### src/rtl/pdrc_pkg.sv
// Shared types, constants and helpers of the PCM depth and rate converter.
`timescale 1ns / 1ps
`default_nettype none
package pdrc_pkg;

  localparam int NUM_CH      = 4;
  localparam int SAMPLE_W    = 32;
  localparam int BYTE_W      = 8;
  localparam int MAX_BYTES   = SAMPLE_W / BYTE_W;
  localparam int RATE_W      = 24;
  localparam int PHASE_W     = RATE_W + 1;
  localparam int BITS_W      = 6;
  localparam int CC_W        = 3;
  localparam int DEPTH_W     = 3;
  localparam int MAX_REPEATS = 64;
  localparam int REP_W       = $clog2(MAX_REPEATS);
  localparam int REG_IDX_W   = 3;
  localparam int ADDR_W      = 5;
  localparam int DATA_W      = 32;

  // Register indexes; the byte address is four times the index.
  localparam logic [REG_IDX_W-1:0] REG_IN_BITS  = 3'd0;
  localparam logic [REG_IDX_W-1:0] REG_OUT_BITS = 3'd1;
  localparam logic [REG_IDX_W-1:0] REG_CHANNELS = 3'd2;
  localparam logic [REG_IDX_W-1:0] REG_IN_RATE  = 3'd3;
  localparam logic [REG_IDX_W-1:0] REG_OUT_RATE = 3'd4;

  typedef logic [NUM_CH-1:0][SAMPLE_W-1:0] frame_t;

  typedef struct packed {
    frame_t ch;
    logic   last;
  } entry_t;

  typedef struct packed {
    frame_t ch;
    logic   run_end;
    logic   clipped;
  } result_t;

  typedef struct packed {
    logic               start;
    logic [PHASE_W-1:0] dvd;
    logic [RATE_W-1:0]  dsr;
  } mod_req_t;

  typedef struct packed {
    logic              busy;
    logic              done;
    logic [RATE_W-1:0] rem;
  } mod_rsp_t;

  // Bit count rounded up to whole bytes, kept between one byte and the sample width.
  function automatic logic [DEPTH_W-1:0] byte_depth(input logic [BITS_W-1:0] bits);
    logic [DEPTH_W:0] d;
    d = {1'b0, bits[BITS_W-1:3]} + {{DEPTH_W{1'b0}}, |bits[2:0]};
    if (d == '0) begin
      d = (DEPTH_W+1)'(1);
    end
    if (d > (DEPTH_W+1)'(MAX_BYTES)) begin
      d = (DEPTH_W+1)'(MAX_BYTES);
    end
    return d[DEPTH_W-1:0];
  endfunction

endpackage
`default_nettype wire

### src/rtl/pcm_depth_and_rate_converter.sv
// Top level: configuration registers, front end, queue, remainder unit and back end.
// The back end pops the queue head in its idle state, then passes a check state and a plan
// state before it makes its results, if any, and holds a result while the output stalls;
// it takes no new request until it is idle again. A stale phase after a rate change, or
// the first upsampling request after one, adds a pass through the remainder unit.
// Synchronous active-low reset restores register defaults and clears queue, held frame, phase.
`timescale 1ns / 1ps
`default_nettype none
module pcm_depth_and_rate_converter #(
  parameter int QUEUE_DEPTH = 2
) (
  input  wire logic                          clk,
  input  wire logic                          rst_n,
  input  wire logic                          in_valid,
  output logic                               in_ready,
  input  wire logic [pdrc_pkg::SAMPLE_W-1:0] in_sample_a,
  input  wire logic [pdrc_pkg::SAMPLE_W-1:0] in_sample_b,
  input  wire logic [pdrc_pkg::SAMPLE_W-1:0] in_sample_c,
  input  wire logic [pdrc_pkg::SAMPLE_W-1:0] in_sample_d,
  input  wire logic                          in_last_frame,
  output logic                               out_valid,
  input  wire logic                          out_ready,
  output logic [pdrc_pkg::SAMPLE_W-1:0]      out_a,
  output logic [pdrc_pkg::SAMPLE_W-1:0]      out_b,
  output logic [pdrc_pkg::SAMPLE_W-1:0]      out_c,
  output logic [pdrc_pkg::SAMPLE_W-1:0]      out_d,
  output logic                               out_run_end,
  output logic                               out_repeat_clipped,
  input  wire logic                          psel,
  input  wire logic                          penable,
  input  wire logic                          pwrite,
  input  wire logic [pdrc_pkg::ADDR_W-1:0]   paddr,
  input  wire logic [pdrc_pkg::DATA_W-1:0]   pwdata,
  output logic [pdrc_pkg::DATA_W-1:0]        prdata,
  output logic                               pready
);
  import pdrc_pkg::*;

  logic [BITS_W-1:0]    in_bits_r;
  logic [BITS_W-1:0]    out_bits_r;
  logic [CC_W-1:0]      chan_cnt_r;
  logic [RATE_W-1:0]    in_rate_r;
  logic [RATE_W-1:0]    out_rate_r;
  logic [REG_IDX_W-1:0] reg_idx;
  logic                 cfg_wr;
  logic [RATE_W-1:0]    ir;
  logic [RATE_W-1:0]    orr;

  frame_t   smp;
  entry_t   front_entry;
  entry_t   q_head;
  logic     push;
  logic     q_pop;
  logic     q_full;
  logic     q_empty;
  mod_req_t mod_req;
  mod_rsp_t mod_rsp;
  result_t  res;

  assign pready  = 1'b1;
  assign reg_idx = paddr[ADDR_W-1:2];
  assign cfg_wr  = psel && penable && pwrite && pready;

  // A rate of zero runs as a rate of one.
  assign ir  = (in_rate_r == '0) ? RATE_W'(1) : in_rate_r;
  assign orr = (out_rate_r == '0) ? RATE_W'(1) : out_rate_r;

  always_ff @(posedge clk) begin
    if (!rst_n) begin
      in_bits_r  <= BITS_W'(16);
      out_bits_r <= BITS_W'(16);
      chan_cnt_r <= CC_W'(2);
      in_rate_r  <= RATE_W'(48000);
      out_rate_r <= RATE_W'(48000);
    end else if (cfg_wr) begin
      case (reg_idx)
        REG_IN_BITS:  in_bits_r  <= pwdata[BITS_W-1:0];
        REG_OUT_BITS: out_bits_r <= pwdata[BITS_W-1:0];
        REG_CHANNELS: chan_cnt_r <= pwdata[CC_W-1:0];
        REG_IN_RATE:  in_rate_r  <= pwdata[RATE_W-1:0];
        REG_OUT_RATE: out_rate_r <= pwdata[RATE_W-1:0];
        default: begin
        end
      endcase
    end
  end

  always_comb begin
    unique case (reg_idx)
      REG_IN_BITS:  prdata = DATA_W'(in_bits_r);
      REG_OUT_BITS: prdata = DATA_W'(out_bits_r);
      REG_CHANNELS: prdata = DATA_W'(chan_cnt_r);
      REG_IN_RATE:  prdata = DATA_W'(in_rate_r);
      REG_OUT_RATE: prdata = DATA_W'(out_rate_r);
      default:      prdata = '0;
    endcase
  end

  assign smp[0]   = in_sample_a;
  assign smp[1]   = in_sample_b;
  assign smp[2]   = in_sample_c;
  assign smp[3]   = in_sample_d;
  assign in_ready = !q_full;
  assign push     = in_valid && in_ready;

  pdrc_front u_front (
    .smp      (smp),
    .last     (in_last_frame),
    .in_bits  (in_bits_r),
    .out_bits (out_bits_r),
    .chan_cnt (chan_cnt_r),
    .entry    (front_entry)
  );

  pdrc_queue #(
    .DEPTH (QUEUE_DEPTH)
  ) u_queue (
    .clk       (clk),
    .rst_n     (rst_n),
    .push      (push),
    .push_data (front_entry),
    .pop       (q_pop),
    .head      (q_head),
    .full      (q_full),
    .empty     (q_empty)
  );

  pdrc_mod u_mod (
    .clk   (clk),
    .rst_n (rst_n),
    .req   (mod_req),
    .rsp   (mod_rsp)
  );

  pdrc_back u_back (
    .clk       (clk),
    .rst_n     (rst_n),
    .q_empty   (q_empty),
    .q_head    (q_head),
    .q_pop     (q_pop),
    .ir        (ir),
    .orr       (orr),
    .cfg_wr    (cfg_wr),
    .mod_req   (mod_req),
    .mod_rsp   (mod_rsp),
    .out_valid (out_valid),
    .out_ready (out_ready),
    .res       (res)
  );

  assign out_a              = res.ch[0];
  assign out_b              = res.ch[1];
  assign out_c              = res.ch[2];
  assign out_d              = res.ch[3];
  assign out_run_end        = res.run_end;
  assign out_repeat_clipped = res.clipped;

  // An accepted request is in the queue on the next cycle.
  assert property (@(posedge clk) disable iff (!rst_n) push |=> !q_empty)
    else $error("queue empty right after an accepted request");

  // The back end never restarts the remainder unit while it is still iterating.
  assert property (@(posedge clk) disable iff (!rst_n) mod_req.start |-> !mod_rsp.busy)
    else $error("remainder unit restarted while busy");

  // Nothing is presented in the cycle after reset.
  assert property (@(posedge clk) $past(!rst_n) |-> !out_valid)
    else $error("result valid right after reset");

endmodule
`default_nettype wire

### src/rtl/pdrc_front.sv
// Front end: cuts each channel sample to the output byte depth and gates unused channels.
`timescale 1ns / 1ps
`default_nettype none
module pdrc_front (
  input  wire pdrc_pkg::frame_t              smp,
  input  wire logic                          last,
  input  wire logic [pdrc_pkg::BITS_W-1:0]   in_bits,
  input  wire logic [pdrc_pkg::BITS_W-1:0]   out_bits,
  input  wire logic [pdrc_pkg::CC_W-1:0]     chan_cnt,
  output pdrc_pkg::entry_t                   entry
);
  import pdrc_pkg::*;

  logic [DEPTH_W-1:0]  di;
  logic [DEPTH_W-1:0]  dout;
  logic [DEPTH_W-1:0]  drop;
  logic [CC_W-1:0]     chans;
  logic [SAMPLE_W-1:0] mask;
  logic [4:0]          shamt;

  always_comb begin
    di   = byte_depth(in_bits);
    dout = byte_depth(out_bits);
    if (dout > di) begin
      dout = di;
    end
    drop  = di - dout;
    shamt = {drop[1:0], 3'b000};
    if (chan_cnt == '0) begin
      chans = CC_W'(1);
    end else if (chan_cnt > CC_W'(NUM_CH)) begin
      chans = CC_W'(NUM_CH);
    end else begin
      chans = chan_cnt;
    end
    for (int b = 0; b < MAX_BYTES; b++) begin
      mask[b*BYTE_W +: BYTE_W] = (DEPTH_W'(b) < di) ? '1 : '0;
    end
    for (int c = 0; c < NUM_CH; c++) begin
      entry.ch[c] = (CC_W'(c) < chans) ? ((smp[c] & mask) >> shamt) : '0;
    end
    entry.last = last;
  end

endmodule
`default_nettype wire

### src/rtl/pdrc_queue.sv
// Small request queue between the front end and the back end.
`timescale 1ns / 1ps
`default_nettype none
module pdrc_queue #(
  parameter int DEPTH = 2
) (
  input  wire logic             clk,
  input  wire logic             rst_n,
  input  wire logic             push,
  input  wire pdrc_pkg::entry_t push_data,
  input  wire logic             pop,
  output pdrc_pkg::entry_t      head,
  output logic                  full,
  output logic                  empty
);
  import pdrc_pkg::*;

  localparam int PTR_W = (DEPTH > 1) ? $clog2(DEPTH) : 1;
  localparam int CNT_W = $clog2(DEPTH + 1);

  entry_t           mem_r [DEPTH];
  logic [PTR_W-1:0] wr_ptr_r;
  logic [PTR_W-1:0] rd_ptr_r;
  logic [CNT_W-1:0] count_r;

  assign full  = (count_r == CNT_W'(DEPTH));
  assign empty = (count_r == '0);
  assign head  = mem_r[rd_ptr_r];

  always_ff @(posedge clk) begin
    if (push) begin
      mem_r[wr_ptr_r] <= push_data;
    end
  end

  always_ff @(posedge clk) begin
    if (!rst_n) begin
      wr_ptr_r <= '0;
      rd_ptr_r <= '0;
      count_r  <= '0;
    end else begin
      if (push) begin
        wr_ptr_r <= (wr_ptr_r == PTR_W'(DEPTH - 1)) ? '0 : wr_ptr_r + PTR_W'(1);
      end
      if (pop) begin
        rd_ptr_r <= (rd_ptr_r == PTR_W'(DEPTH - 1)) ? '0 : rd_ptr_r + PTR_W'(1);
      end
      if (push && !pop) begin
        count_r <= count_r + CNT_W'(1);
      end else if (pop && !push) begin
        count_r <= count_r - CNT_W'(1);
      end
    end
  end

endmodule
`default_nettype wire

### src/rtl/pdrc_mod.sv
// Restoring remainder unit, one dividend bit per cycle.
`timescale 1ns / 1ps
`default_nettype none
module pdrc_mod (
  input  wire logic               clk,
  input  wire logic               rst_n,
  input  wire pdrc_pkg::mod_req_t req,
  output pdrc_pkg::mod_rsp_t      rsp
);
  import pdrc_pkg::*;

  localparam int CNT_W = $clog2(PHASE_W + 1);

  logic               busy_r;
  logic               done_r;
  logic [CNT_W-1:0]   cnt_r;
  logic [PHASE_W-1:0] dvd_r;
  logic [RATE_W-1:0]  dsr_r;
  logic [RATE_W-1:0]  rem_r;
  logic [RATE_W:0]    trial;
  logic [RATE_W:0]    diff;

  assign trial = {rem_r, dvd_r[PHASE_W-1]};
  assign diff  = trial - {1'b0, dsr_r};

  assign rsp.busy = busy_r;
  assign rsp.done = done_r;
  assign rsp.rem  = rem_r;

  always_ff @(posedge clk) begin
    if (req.start) begin
      dvd_r <= req.dvd;
      dsr_r <= req.dsr;
      rem_r <= '0;
    end else if (busy_r) begin
      dvd_r <= dvd_r << 1;
      // The partial remainder stays below the divisor, so the top bit drops.
      rem_r <= (trial >= {1'b0, dsr_r}) ? diff[RATE_W-1:0] : trial[RATE_W-1:0];
    end
  end

  always_ff @(posedge clk) begin
    if (!rst_n) begin
      busy_r <= 1'b0;
      done_r <= 1'b0;
      cnt_r  <= '0;
    end else begin
      done_r <= 1'b0;
      if (req.start) begin
        busy_r <= 1'b1;
        cnt_r  <= CNT_W'(PHASE_W);
      end else if (busy_r) begin
        cnt_r <= cnt_r - CNT_W'(1);
        if (cnt_r == CNT_W'(1)) begin
          busy_r <= 1'b0;
          done_r <= 1'b1;
        end
      end
    end
  end

endmodule
`default_nettype wire

### src/rtl/pdrc_back.sv
// Back end: phase accumulator, repeat and hold sequencer, and the result register.
`timescale 1ns / 1ps
`default_nettype none
module pdrc_back (
  input  wire logic                        clk,
  input  wire logic                        rst_n,
  input  wire logic                        q_empty,
  input  wire pdrc_pkg::entry_t            q_head,
  output logic                             q_pop,
  input  wire logic [pdrc_pkg::RATE_W-1:0] ir,
  input  wire logic [pdrc_pkg::RATE_W-1:0] orr,
  input  wire logic                        cfg_wr,
  output pdrc_pkg::mod_req_t               mod_req,
  input  wire pdrc_pkg::mod_rsp_t          mod_rsp,
  output logic                             out_valid,
  input  wire logic                        out_ready,
  output pdrc_pkg::result_t                res
);
  import pdrc_pkg::*;

  localparam logic [2:0] S_IDLE = 3'd0;
  localparam logic [2:0] S_RED  = 3'd1;
  localparam logic [2:0] S_CHK  = 3'd2;
  localparam logic [2:0] S_OM   = 3'd3;
  localparam logic [2:0] S_PLAN = 3'd4;
  localparam logic [2:0] S_UP   = 3'd5;
  localparam logic [2:0] S_DN1  = 3'd6;
  localparam logic [2:0] S_DN2  = 3'd7;

  logic [2:0]         state_r;
  logic [2:0]         state_nxt;
  entry_t             cur_r;
  frame_t             held_r;
  logic               held_valid_r;
  logic [PHASE_W-1:0] phase_r;
  logic [RATE_W-1:0]  acc_r;
  logic [RATE_W-1:0]  om_r;
  logic               om_ok_r;
  logic [RATE_W-1:0]  limit_r;
  logic [RATE_W-1:0]  rep_acc_r;
  logic [REP_W-1:0]   rep_cnt_r;
  logic               clip_r;
  logic               emit_a_r;
  logic               out_valid_r;
  result_t            res_r;

  logic               up;
  logic               slot;
  logic               stale;
  logic [RATE_W-1:0]  lim_w;
  logic [30:0]        clip_sum;
  logic               clip_w;
  logic [RATE_W-1:0]  up_phase;
  logic [RATE_W:0]    dn_sum;
  logic [RATE_W-1:0]  dn_acc;
  logic [RATE_W:0]    rep_nxt;
  logic               rep_done;
  logic               flush;
  logic               emit;

  assign up    = (orr >= ir);
  assign slot  = !out_valid_r || out_ready;
  assign stale = (phase_r >= {1'b0, ir});
  assign q_pop = (state_r == S_IDLE) && !q_empty;

  assign out_valid = out_valid_r;
  assign res       = res_r;

  always_comb begin
    lim_w    = cur_r.last ? (orr - ir) : (orr - RATE_W'(1));
    // More than 64 repeats exactly when acc + 64*ir still lies within the limit.
    clip_sum = {7'd0, acc_r} + {1'b0, ir, 6'd0};
    clip_w   = (clip_sum <= {7'd0, lim_w});
    // Next phase after a full upsampling run: (acc - out_rate) mod in_rate.
    up_phase = (acc_r >= om_r) ? (acc_r - om_r) : (acc_r + ir - om_r);
    dn_sum   = {1'b0, acc_r} + {1'b0, orr};
    dn_acc   = (dn_sum >= {1'b0, ir}) ? dn_sum[RATE_W-1:0] - ir : dn_sum[RATE_W-1:0];
    rep_nxt  = {1'b0, rep_acc_r} + {1'b0, ir};
    rep_done = (rep_nxt > {1'b0, limit_r}) || (rep_cnt_r == REP_W'(MAX_REPEATS - 1));
    flush    = cur_r.last && (acc_r < orr);
    emit     = slot && ((state_r == S_UP) || ((state_r == S_DN1) && emit_a_r) ||
                        (state_r == S_DN2));
  end

  always_comb begin
    mod_req.start = 1'b0;
    mod_req.dvd   = phase_r;
    mod_req.dsr   = ir;
    if (q_pop && stale) begin
      mod_req.start = 1'b1;
    end else if ((state_r == S_CHK) && up && !om_ok_r) begin
      mod_req.start = 1'b1;
      mod_req.dvd   = {1'b0, orr};
    end
  end

  always_comb begin
    state_nxt = state_r;
    unique case (state_r)
      S_IDLE: begin
        if (!q_empty) begin
          state_nxt = stale ? S_RED : S_CHK;
        end
      end
      S_RED: begin
        if (mod_rsp.done) begin
          state_nxt = S_CHK;
        end
      end
      S_CHK: begin
        state_nxt = (up && !om_ok_r) ? S_OM : S_PLAN;
      end
      S_OM: begin
        if (mod_rsp.done) begin
          state_nxt = S_PLAN;
        end
      end
      S_PLAN: begin
        if (!up) begin
          state_nxt = S_DN1;
        end else if (acc_r <= lim_w) begin
          state_nxt = S_UP;
        end else begin
          state_nxt = S_IDLE;
        end
      end
      S_UP: begin
        if (slot && rep_done) begin
          state_nxt = S_IDLE;
        end
      end
      S_DN1: begin
        if (!emit_a_r || slot) begin
          state_nxt = flush ? S_DN2 : S_IDLE;
        end
      end
      S_DN2: begin
        if (slot) begin
          state_nxt = S_IDLE;
        end
      end
      default: state_nxt = S_IDLE;
    endcase
  end

  always_ff @(posedge clk) begin
    if (!rst_n) begin
      state_r      <= S_IDLE;
      held_valid_r <= 1'b0;
      phase_r      <= '0;
      om_ok_r      <= 1'b0;
      out_valid_r  <= 1'b0;
    end else begin
      state_r <= state_nxt;
      if (emit) begin
        out_valid_r <= 1'b1;
      end else if (out_ready) begin
        out_valid_r <= 1'b0;
      end
      if (cfg_wr) begin
        om_ok_r <= 1'b0;
      end else if ((state_r == S_OM) && mod_rsp.done) begin
        om_ok_r <= 1'b1;
      end
      unique case (state_r)
        S_IDLE: begin
          if (!q_empty) begin
            cur_r <= q_head;
            acc_r <= phase_r[RATE_W-1:0];
          end
        end
        S_RED: begin
          if (mod_rsp.done) begin
            acc_r <= mod_rsp.rem;
          end
        end
        S_CHK: begin
        end
        S_OM: begin
          if (mod_rsp.done) begin
            om_r <= mod_rsp.rem;
          end
        end
        S_PLAN: begin
          if (up) begin
            held_valid_r <= 1'b0;
            limit_r      <= lim_w;
            rep_acc_r    <= acc_r;
            rep_cnt_r    <= '0;
            clip_r       <= clip_w;
            if (acc_r > lim_w) begin
              phase_r <= cur_r.last ? '0 : {1'b0, up_phase};
            end
          end else begin
            acc_r    <= dn_acc;
            emit_a_r <= held_valid_r && (acc_r < orr);
          end
        end
        S_UP: begin
          if (slot) begin
            res_r.ch      <= cur_r.ch;
            res_r.run_end <= rep_done;
            res_r.clipped <= clip_r;
            rep_acc_r     <= rep_nxt[RATE_W-1:0];
            rep_cnt_r     <= rep_cnt_r + REP_W'(1);
            if (rep_done) begin
              phase_r <= cur_r.last ? '0 : {1'b0, up_phase};
            end
          end
        end
        S_DN1: begin
          if (!emit_a_r || slot) begin
            if (emit_a_r) begin
              res_r.ch      <= held_r;
              res_r.run_end <= !flush;
              res_r.clipped <= 1'b0;
            end
            held_r       <= cur_r.ch;
            held_valid_r <= !cur_r.last;
            phase_r      <= cur_r.last ? '0 : {1'b0, acc_r};
          end
        end
        S_DN2: begin
          if (slot) begin
            res_r.ch      <= cur_r.ch;
            res_r.run_end <= 1'b1;
            res_r.clipped <= 1'b0;
          end
        end
        default: begin
        end
      endcase
    end
  end

endmodule
`default_nettype wire

### config.mk
export PLATFORM = sky130hd
export DESIGN_NAME = pcm_depth_and_rate_converter
export DESIGN_NICKNAME = d
export VERILOG_FILES = /design/src/rtl/pdrc_pkg.sv /design/src/rtl/pcm_depth_and_rate_converter.sv /design/src/rtl/pdrc_front.sv /design/src/rtl/pdrc_queue.sv /design/src/rtl/pdrc_mod.sv /design/src/rtl/pdrc_back.sv
export SDC_FILE = /design/constraint.sdc
export NUM_CORES = 2
export LEC_CHECK = 0
export BUFFER_PORTS_ARGS = -buffer_cell sky130_fd_sc_hd__buf_2
export CAP_MARGIN = 10
export CORE_MARGIN = 2
export CORE_UTILIZATION = 62
export DETAILED_ROUTE_END_ITERATION = 12
export HOLD_SLACK_MARGIN = 0.08
export PLACE_DENSITY = 0.81
export SKIP_CTS_REPAIR_TIMING = 1
export SLEW_MARGIN = 20
export SYNTH_ARGS = -nofsm -noshare
export SYNTH_HDL_FRONTEND = slang
export SYNTH_SLANG_ARGS = --single-unit
### constraint.sdc
create_clock -name clk -period 13.6 [get_ports clk]
set_clock_uncertainty 0.2 [all_clocks]
set_input_delay 0.68 -clock clk [delete_from_list [all_inputs] [get_ports clk]]
set_output_delay 0.68 -clock clk [all_outputs]
set_load 0.05 [all_outputs]
==> results.py <==
metrics = {
    "run_status": {
        "outcome": "complete, no violations",
    },
    "sta": {
        "finalCritPeriodShare": 0.607,
        "fin_hold_ws_ps": 81.8,
        "hold_viol": 0,
        "period_minus_slack_ps": 8250,
        "rsz0062_at_grt": "no",
        "max-slew-margin-rel": 0.217,
        "fmax_mhz": 121,
        "slew_violations": 0,
        "worst_pin_slew_ps": 1170,
        "setup-tns-final_ps": 0,
        "final-setup-viol-count": 0,
    },
    "yosys": {
        "synth_edf_count": 798,
        "synthCells": 4817,
        "synthArstFlopShare": 0,
        "ys_seq_area_frac": 0.523,
        "synth.lib_cells_used.distinct": 87,
        "synth-seq-cells": 926,
        "syn_area_um2": 50700,
        "synth_top_area_cell": "edfxtp_1",
        "synth_ff_type": "edfxtp_1",
        "yosysMostFrequentCell": "edfxtp_1",
        "synth_top_cells_by_area": "edfxtp_1, ha_1, nand2_1, dfxtp_1, mux2_2",
        "yosys.area.top_type_share": 0.472,
        "synth_common_cells": "edfxtp_1, nand2_1, nor2_1",
        "ys.warnings.count": 0,
        "syn_avg_cell_area_um2": 10.5,
    },
    "drt": {
        "postRouteWirelength_um": 146000,
        "wl_per_cell_um": 23.5,
        "num_vias": 38896,
        "drt.antenna.violating_nets": 0,
        "first_iter_violations": 3946,
        "drt-pass1-iter-count": 8,
        "drc": 0,
        "vias_per_cell": 6.27,
    },
    "floorplan": {
        "fp.dieH_um": 290,
        "core_area_um2": 80800,
        "num_rows": 104,
        "ios": 338,
        "dieArea_um2": 84100,
        "die_w_um": 290,
        "initial_core_util": 0.628,
    },
    "power": {
        "seq_power_share": 0.398,
        "powerDensity_nw_per_um2": 183,
        "p_clk_frac": 0.255,
        "leakage_uw": 0.0225,
        "max-vdd-ir-drop_uv": 167,
        "power_frac_comb": 0.346,
        "p_sw_uw": 3720,
        "p_sw_frac": 0.359,
        "p_int_uw": 6630,
    },
    "critical_path": {
        "crit_path_frequent_cell": "a21oi_1",
        "worst_r2r_endpoint": "u_back.phase_r[22]",
        "worst_path_max_delay_cell": "nor3_1",
        "r2r_slack_ps": 5350,
        "critPathMaxStageDelay_ps": 460,
        "critical_path_class": "reg -> reg",
        "crit_arrival_ps": 8570,
        "r2r_cells": 29,
        "crit_path_end_kind": "flop",
        "crit_required_ps": 13920,
        "start_kind": "flop",
        "regToRegStartpoint": "in_rate_r[17]",
        "worstPathMaxFanout": 46,
    },
    "grt": {
        "grt_pass1_wl_um": 218000,
        "antenna_found_initial": 25,
        "grtUsageTotal": 0.338,
        "gr-total-overflow": 0,
        "grt_pass1_vias": 36687,
        "grt_max_degree": 92,
    },
    "worst_hold_path": {
        "whs_path_depth": 3,
        "hold_path_class": "in -> reg",
        "hp-start": "pwdata[21]",
        "holdPathEnd": "out_rate_r[21]",
    },
    "placement": {
        "place_inst": 6007,
        "hpwlAfterDp_um": 103000,
        "port_buffers": 318,
        "place_congestion": 0.989,
    },
    "cts": {
        "cts_buffer_depth": 3,
        "clk_pin_slew_ps": 60,
        "cts.sinks": 926,
        "cts_tree": "built",
        "cts_buffers": 95,
        "clkLatencyLatePin_ps": 670,
        "cts_root_buffer": "clkbuf_16",
        "h-tree-depth": 3,
    },
    "finish": {
        "fin_nets": 5575,
        "instances_no_fill": 6200,
        "drive_gt1_frac": 0.142,
        "area_delta_synth_final_pct": 11.4,
    },
    "run": {
        "drv_cap": 0,
    },
}
state kept, by name, summed over array words and instances (netlist names), 25 cells and up:
register and cells:
u_queue.mem_r 258, u_back.held_r 128, u_back.cur_r 129, u_mod.dvd_r 25
u_back.res 130
layout by cell type (no fill, tap or decap), types with 56 or more instances in the layout:
cell and instances:
dfxtp_1 127, a21o_1 74, ha_1 318, edfxtp_1 798
buf_4 58, a22oi_1 62, a211oi_1 74, a31oi_1 112
a21oi_1 251, nand2_1 765, xnor2_1 127, nand3_1 81
nor3_1 56, nor2_1 353, mux2_2 154, and2_1 58
inv_1 290, mux2i_1 56, o21ai_0 209, clkbuf_16 97
buf_2 318
stage by stage:
stage	worst slack [ps]	cell area, µm²	utilization	power, µW
floorplan	2820	50800	-	6670
global placement	5710	53200	0.659	7540
detailed placement	5580	53200	0.659	7650
CTS	5520	56400	0.698	10300
global route	4750	56500	0.699	10900
finish	5350	56500	0.700	10400
worst max-delay path: cells and delay by family (launching register included):
kind                     cells  cell delay (ps)
multiplexers                 1              290
XOR/XNOR                     1              110
AND/OR/NAND/NOR             11             2830
adder cells (fa/ha/maj)      3              930
AO/OA/AOI/OAI               10             2480
flip-flops                   1              450
buffers and inverters        3              760
worst max path at each step:
stage                                  from                 end  slack (ps)  depth (start not counted)
after global routing          in_rate_r[17]  u_back.phase_r[22]        4750                         29
after floorplan           u_back.state_r[0]       u_back.res[0]        2820                          4
after CTS                     in_rate_r[17]  u_back.phase_r[22]        5520                         29
final                         in_rate_r[17]  u_back.phase_r[22]        5350                         29
after detailed placement      in_rate_r[17]  u_back.phase_r[22]        5580                         29
after global placement        in_rate_r[17]  u_back.phase_r[22]        5710                         29
logic make-up after synthesis:
kind of cell | Yosys count | share of synthesized area
AOI/OAI and AO/OA | 1059 | 0.135
xor gates and xnor gates | 179 | 0.0309
adders and majority gates | 349 | 0.0905
buffers and inverters | 547 | 0.0417
DFF | 926 | 0.523
muxes | 211 | 0.0454
other | 2 | 0.000148
and+or+nand+nor | 1544 | 0.133
power groups by stage:
| stage | logic [µW] | clock network, µW | registers, µW |
|---|---|---|---|
| 2_1_floorplan | 2580 | 0 | 4100 |
| 3_3_place_gp | 3410 | 0 | 4140 |
| 6_report | 3590 | 2640 | 4120 |
| 3_5_place_dp | 3490 | 0 | 4160 |
| 5_1_grt | 3940 | 2780 | 4150 |
| 4_1_cts | 3530 | 2660 | 4110 |
area by class of cell:
cell class | instances | area (µm²)
multi-input combinational | 3351 | 22200
antenna | 9 | 22.5
clock buffer | 128 | 2600
fill | 5755 | 24300
inverter | 294 | 1100
clock inverter | 47 | 577
sequential | 926 | 26500
timing repair buffer | 385 | 2130
tap | 1060 | 1330
layer usage:
metal / vias to the layer above / GRT usage / share of wire
li1: 17847 / - / -
met1: 18782 / 0.437 / 0.39
met2: 1875 / 0.559 / 0.47
met3: 360 / 0.0721 / 0.094
met4: 32 / 0.133 / 0.045
met5: - / 0 / 0.0012
(Power assumes the default switching activity.)
